--- config.mk ---
export PLATFORM = sky130hd
export DESIGN_NAME = ls22_queue
export DESIGN_NICKNAME = d
export VERILOG_FILES = /design/src/design/ls22_queue.sv
export SDC_FILE = /design/constraint.sdc
export NUM_CORES = 1
export LEC_CHECK = 0
export BUFFER_PORTS_ARGS = -buffer_cell sky130_fd_sc_hd__buf_4
export CAP_MARGIN = 10
export CORE_MARGIN = 1.5
export CORE_UTILIZATION = 30
export CTS_CLUSTER_SIZE = 16
export DETAILED_ROUTE_END_ITERATION = 8
export GPL_ROUTABILITY_DRIVEN = 0
export PLACE_DENSITY = 0.52
export SLEW_MARGIN = 0
export SYNTH_ARGS = -nofsm -noshare
export SYNTH_HDL_FRONTEND = slang
export SYNTH_SLANG_ARGS = --single-unit
--- constraint.sdc ---
create_clock -name clk -period 1.7 [get_ports clk]
set_clock_uncertainty 0.05 [all_clocks]
set_input_delay 0.34 -clock clk [delete_from_list [all_inputs] [get_ports clk]]
set_output_delay 0.34 -clock clk [all_outputs]
set_load 0.05 [all_outputs]
--- src/design/ls22_queue.sv ---
`default_nettype none
// ----------------------------------------------------------------------------
// ls22_queue
// Short flop-based FIFO between the front end and the divider back end.
// ----------------------------------------------------------------------------
module ls22_queue
#(
    parameter int WIDTH = 8,
    parameter int DEPTH = 4
)
(
    input  wire logic             clk,
    input  wire logic             rst_n,
    input  wire logic             wr_en,
    input  wire logic [WIDTH-1:0] wr_data,
    output logic                  full,
    input  wire logic             rd_en,
    output logic [WIDTH-1:0]      rd_data,
    output logic                  empty
);

    localparam int PTR_W = (DEPTH > 1) ? $clog2(DEPTH) : 1;
    localparam int CNT_W = $clog2(DEPTH + 1);

    logic [WIDTH-1:0] mem_reg [0:DEPTH-1];
    logic [PTR_W-1:0] wr_ptr_reg, wr_ptr_next;
    logic [PTR_W-1:0] rd_ptr_reg, rd_ptr_next;
    logic [CNT_W-1:0] count_reg, count_next;

    assign full    = (count_reg == CNT_W'(DEPTH));
    assign empty   = (count_reg == '0);
    assign rd_data = mem_reg[rd_ptr_reg];

    always_comb
    begin
        wr_ptr_next = wr_ptr_reg;
        rd_ptr_next = rd_ptr_reg;
        count_next  = count_reg;
        if (wr_en)
        begin
            wr_ptr_next = (wr_ptr_reg == PTR_W'(DEPTH - 1)) ? '0 : wr_ptr_reg + 1'b1;
        end
        if (rd_en)
        begin
            rd_ptr_next = (rd_ptr_reg == PTR_W'(DEPTH - 1)) ? '0 : rd_ptr_reg + 1'b1;
        end
        if (wr_en && !rd_en)
        begin
            count_next = count_reg + 1'b1;
        end
        else if (rd_en && !wr_en)
        begin
            count_next = count_reg - 1'b1;
        end
    end

    always_ff @(posedge clk or negedge rst_n)
    begin
        if (!rst_n)
        begin
            wr_ptr_reg <= '0;
            rd_ptr_reg <= '0;
            count_reg  <= '0;
        end
        else
        begin
            wr_ptr_reg <= wr_ptr_next;
            rd_ptr_reg <= rd_ptr_next;
            count_reg  <= count_next;
        end
    end

    always_ff @(posedge clk)
    begin
        if (wr_en)
        begin
            mem_reg[wr_ptr_reg] <= wr_data;
        end
    end

    // The front end must never push into a full queue, nor the back end pop an empty one.
    a_no_overflow: assert property (@(posedge clk) disable iff (!rst_n)
        wr_en |-> !full)
        else $error("queue written while full");

    a_no_underflow: assert property (@(posedge clk) disable iff (!rst_n)
        rd_en |-> !empty)
        else $error("queue read while empty");

endmodule : ls22_queue
`default_nettype wire

## Yosys cells after proc, flatten, opt, wreduce, memory -nomap -nowiden

Memories as Yosys holds them, arrays and structs flattened.
Index checks and enable logic that the tools add are counted.

- Input bits: 12
- Logic and storage cells: 23
- Bits in writable memories: 32
- Flip-flop bits (word level): 7
- Memories: 1
- Output and inout bits: 10

Memories:

| name | depth | width | read ports | clocked after Yosys merged registers in | wr ports | RTL line | source |
|---|---|---|---|---|---|---|---|
| mem_reg | 4 | 8 | 1 | 0 | 1 | 25 | `logic [WIDTH-1:0] mem_reg [0:DEPTH-1];` |

- Multiplexer cells: 6
- Eq/ne operators: 3
- $add $sub $neg: 4
- Reductions and logical operators: 6

Operators by type and width:

| operator | count |
|---|---|
| 3-bit 2-to-1 mux | 2 |
| 2-bit by 1-bit adder with 2-bit output, second input constant | 2 |
| 2-bit == test, second input constant | 2 |
| 2-bit 2-to-1 mux | 2 |
| 3-bit by 1-bit adder with 3-bit output, second input constant | 1 |
| 3-bit == test, second input constant | 1 |
| 3-bit zero test | 1 |
| 3-bit by 1-bit subtractor with 3-bit output, second input constant | 1 |
| 1-bit logical AND | 2 |
| 1-bit zero test | 2 |
| 1-bit 2-to-1 mux | 2 |
| 2-bit nonzero test | 1 |

## Depth between registers and ports, before layout

- Depth in word-level cells: 4
- Depth in mapped cells: 7
- Mapped depth without buffers: 7

## Worst setup path before layout

OpenSTA, ideal clock, no wires.

- Path type: reg-to-output
- Start point: register count_reg[0]
- End point: output full
- Stages on the path, launching flop included: 2
- Path buffers: 0
- Arrival: 1.581 ns
- Data required time: 1.310 ns
- Path slack: -0.271 ns
- Cell sequence: dfrtp_1 > nor3b_1

- Cells in the longest elaborated chain, start to end: 1

Ends and longest elaborated chain:

| item | RTL line | source |
|---|---|---|
| from (decl) | 28 | `logic [CNT_W-1:0] count_reg, count_next;` |
| from (signal assigned) | 69 | `count_reg <= count_next;` |
| 3-bit == test | 30 | `assign full = (count_reg == CNT_W'(DEPTH));` |
| to (decl) | 16 | `output logic full,` |

Every way passes these cells.

## Worst setup path after layout

- Start point: register rd_ptr_reg[0]
- End point: output rd_data[5]

- Cells in the longest elaborated chain, start to end: 1

Ends and longest elaborated chain:

| item | RTL line | source |
|---|---|---|
| from (decl) | 27 | `logic [PTR_W-1:0] rd_ptr_reg, rd_ptr_next;` |
| from (signal assigned) | 68 | `rd_ptr_reg <= rd_ptr_next;` |
| memory 4 x 8 bit | - |  |
| to (decl) | 18 | `output logic [WIDTH-1:0] rd_data,` |

Every way passes these cells.

==> out/results.ini <==
[clock_tree]
cts_sinks = 39
clkTransAtPathRegs_ns = 0.07
cts-root-buf = clkbuf_8
cts_tree = built
cts_max_path_buffers = 2
htree_levels = 2
cts_made_buffers = 5
clk_latency_ns = 0.28

[power]
p_clk_share_pct = 22.9
p_seq_share_pct = 36.3
finalPower_mw = 3.90
internal-power_mw = 2.55
p_per_area_mw_per_mm2 = 1890
p_sw_mw = 1.35
cellLeakagePower_nw = 0.777
comb_power_share_pct = 40.8
ir_drop_mv = 0.813
swShare_pct = 34.5

[layout]
design_area_sq_mm = 0.00206
area_growth_pct = 31.4
largest_reg_flops = 32
stdcell_count = 185
drive_above_1_share_pct = 43.5
nets = 133
fillers = 483
fin_util_pct = 40.7
num_antenna_cells = 0

[drt]
routedWlPerCell_microns = 13.8
dr.pass1.iters = 4
drt_iter0_drc = 45
vias_per_cell = 4.23
num_vias = 782
drc_errors = 0
drt-total-wl_microns = 2560
antenna_left = 0

[global_routing]
grt_first_pass_wirelength_microns = 4100
grt.overflow.total = 0
antenna_found_initial = 0
grt_max_degree = 13
grt_pass1_vias = 818
grt_use_total_pct = 10.5

[synthesis]
synth_common_cells = 32 x edfxtp_1, 8 x mux4_2, 7 x dfrtp_1
synth_warnings = 0
yosysUniqueCellTypes = 18
yosys_register_bits = 39
synth_area_leaders = edfxtp_1 61%, mux4_2 11%, dfrtp_1 11%
async_flop_share_pct = 17.9
syn-mean-instance-area_sq_um = 19.9
synth_top_cell_by_area = edfxtp_1
synthMostInstantiatedCell = edfxtp_1
ys_seq_area_share_pct = 72.4
yosysTopAreaCellShare_pct = 61.2
synth_flop_cell = edfxtp_1
syn_inst = 79
synth_nets = 98
syn_area_sq_mm = 0.00157
synth-edff-count = 32

[timing]
rsz0062_at_grt = yes
fin_setup_tns_ns = -1.39
worst_pin_slew_ns = 0.437
setup_violations = 8
hold_viol_final = 0
slew_viol_final = 0
fin_crit_sh_pct = 111
fin_ws_ns = -0.189
max_slew_margin_pct = 70.9
max_freq_ghz = 0.529
post-route-min-period_ns = 1.89

[worst_setup_path]
end_kind = output port
crit_top_cell = buf_6
crit_path_max_fanout = 4
worstSetupStartpointType = register
cp_slowest_cell = mux4_2
crit_chain = buf_6 > mux4_2 > buf_6
required_ns = 1.31
critPathMaxStageDelay_ns = 0.52
crit_type = register to output port
cp.arrival_ns = 1.50

[floorplanning]
design.die.area_sq_mm = 0.00568
start_util_pct = 30.9
fp.dieH_microns = 75.3
rows = 26
die_w_microns = 75.3
io-pin-count = 22
coreArea_sq_mm = 0.00507

[outcome]
violations = setup timing
status = complete, but fails checks

[placement]
hpwl_microns = 1830
dpl.cell_count = 175
port_buffers = 21
placed_cell_area_sq_mm = 0.00187

[flow_run]
maxCapViolations = 0

[hold_path]
hold_class = primary input to register

area by class of cell:
class	instances	area, sq um	share of cell area (%)
clock inverters	2	60.1	2.91
inverters	5	18.8	0.910
clock buffers	6	72.6	3.52
well taps	70	87.6	4.24
multi-input cells	33	409	19.8
repair buffers	30	278	13.5
flip-flops and latches	39	1140	55.1
worst paths after layout:
kind,start,to,slack [ns],cells after the start
worst max-delay path,rd_ptr_reg[0],rd_data[5],-0.19,3
worst min-delay path,wr_data[3],mem_reg[2][3],0.20,1
worst max register to register,count_reg[0],count_reg[2],0.25,4
worst min register to register,count_reg[2],count_reg[2],0.48,1
max in group asynchronous,rst_n,rd_ptr_reg[1],1.11,2
min in group asynchronous,rst_n,count_reg[0],0.35,2
power by group through the flow:
stage | Combinational (mW) | Sequential [mW] | Clock, mW
2_1_floorplan | 1.10 | 1.36 | 0
3_3_place_gp | 1.47 | 1.43 | 0
3_5_place_dp | 1.49 | 1.44 | 0
4_1_cts | 1.62 | 1.42 | 0.920
5_1_grt | 1.71 | 1.44 | 0.956
6_report | 1.59 | 1.42 | 0.894
metrics by stage:
step	worst slack [ns]	hold slack (ns)
finish	-0.189	0.203
floorplan	0.144	-0.00559
CTS	-0.209	0.190
global placement	0.0490	0.108
global route	-0.241	0.188
detailed placement	-0.0259	0.113
metal layers:
metal  GRT usage, %  vias up  wire (microns)
li1               -      368               -
met3           4.89        4             128
met5              0        -               0
met1           12.9      387            1150
met4           3.57        0              20
met2           16.4       23            1270
cells by family (layout without fill, tap and decap cells):
| group | after synthesis | in the layout | share of synthesized area (%) |
|---|---|---|---|
| fa+ha+maj | 7 | 7 | 6.06 |
| mux | 11 | 11 | 13.6 |
| flops | 39 | 39 | 72.4 |
| compound gates | 2 | 2 | 0.637 |
| buf+inv | 7 | 43 | 2.23 |
| simple gates | 10 | 10 | 3.43 |
| xor+xnor | 3 | 3 | 1.67 |
critical path: cells and delay by family, from the launching register on:
| kind | cells | cell delay (ns) |
|---|---|---|
| flip-flops | 1 | 0.38 |
| multiplexers | 1 | 0.52 |
| buffers and inverters | 2 | 0.31 |
layout by cell type (no fill, tap or decap):
master         instances
buf_12                 1
dfrtp_2                1
nor2_1                 2
nor3_2                 1
clkbuf_8               5
xor2_1                 2
edfxtp_1              32
nor3b_2                1
buf_6                 10
xnor2_1                1
fa_1                   1
mux4_2                 8
o21ai_0                2
bufinv_16              2
nand3_1                1
ha_1                   6
dfrtp_1                6
clkbuf_1               1
buf_4                 18
and2_1                 4
mux2_2                 3
dlygate4sd3_1          1
nand2_1                1
inv_1                  5
timing repair:
action	in CTS	in global routing
endpoints found under the setup margin	8	8
endpoints found under the hold margin	7	0
setup buffers	1	0
hold buffers	1	0
resized for setup	11	0
(Power assumes the default switching activity.)
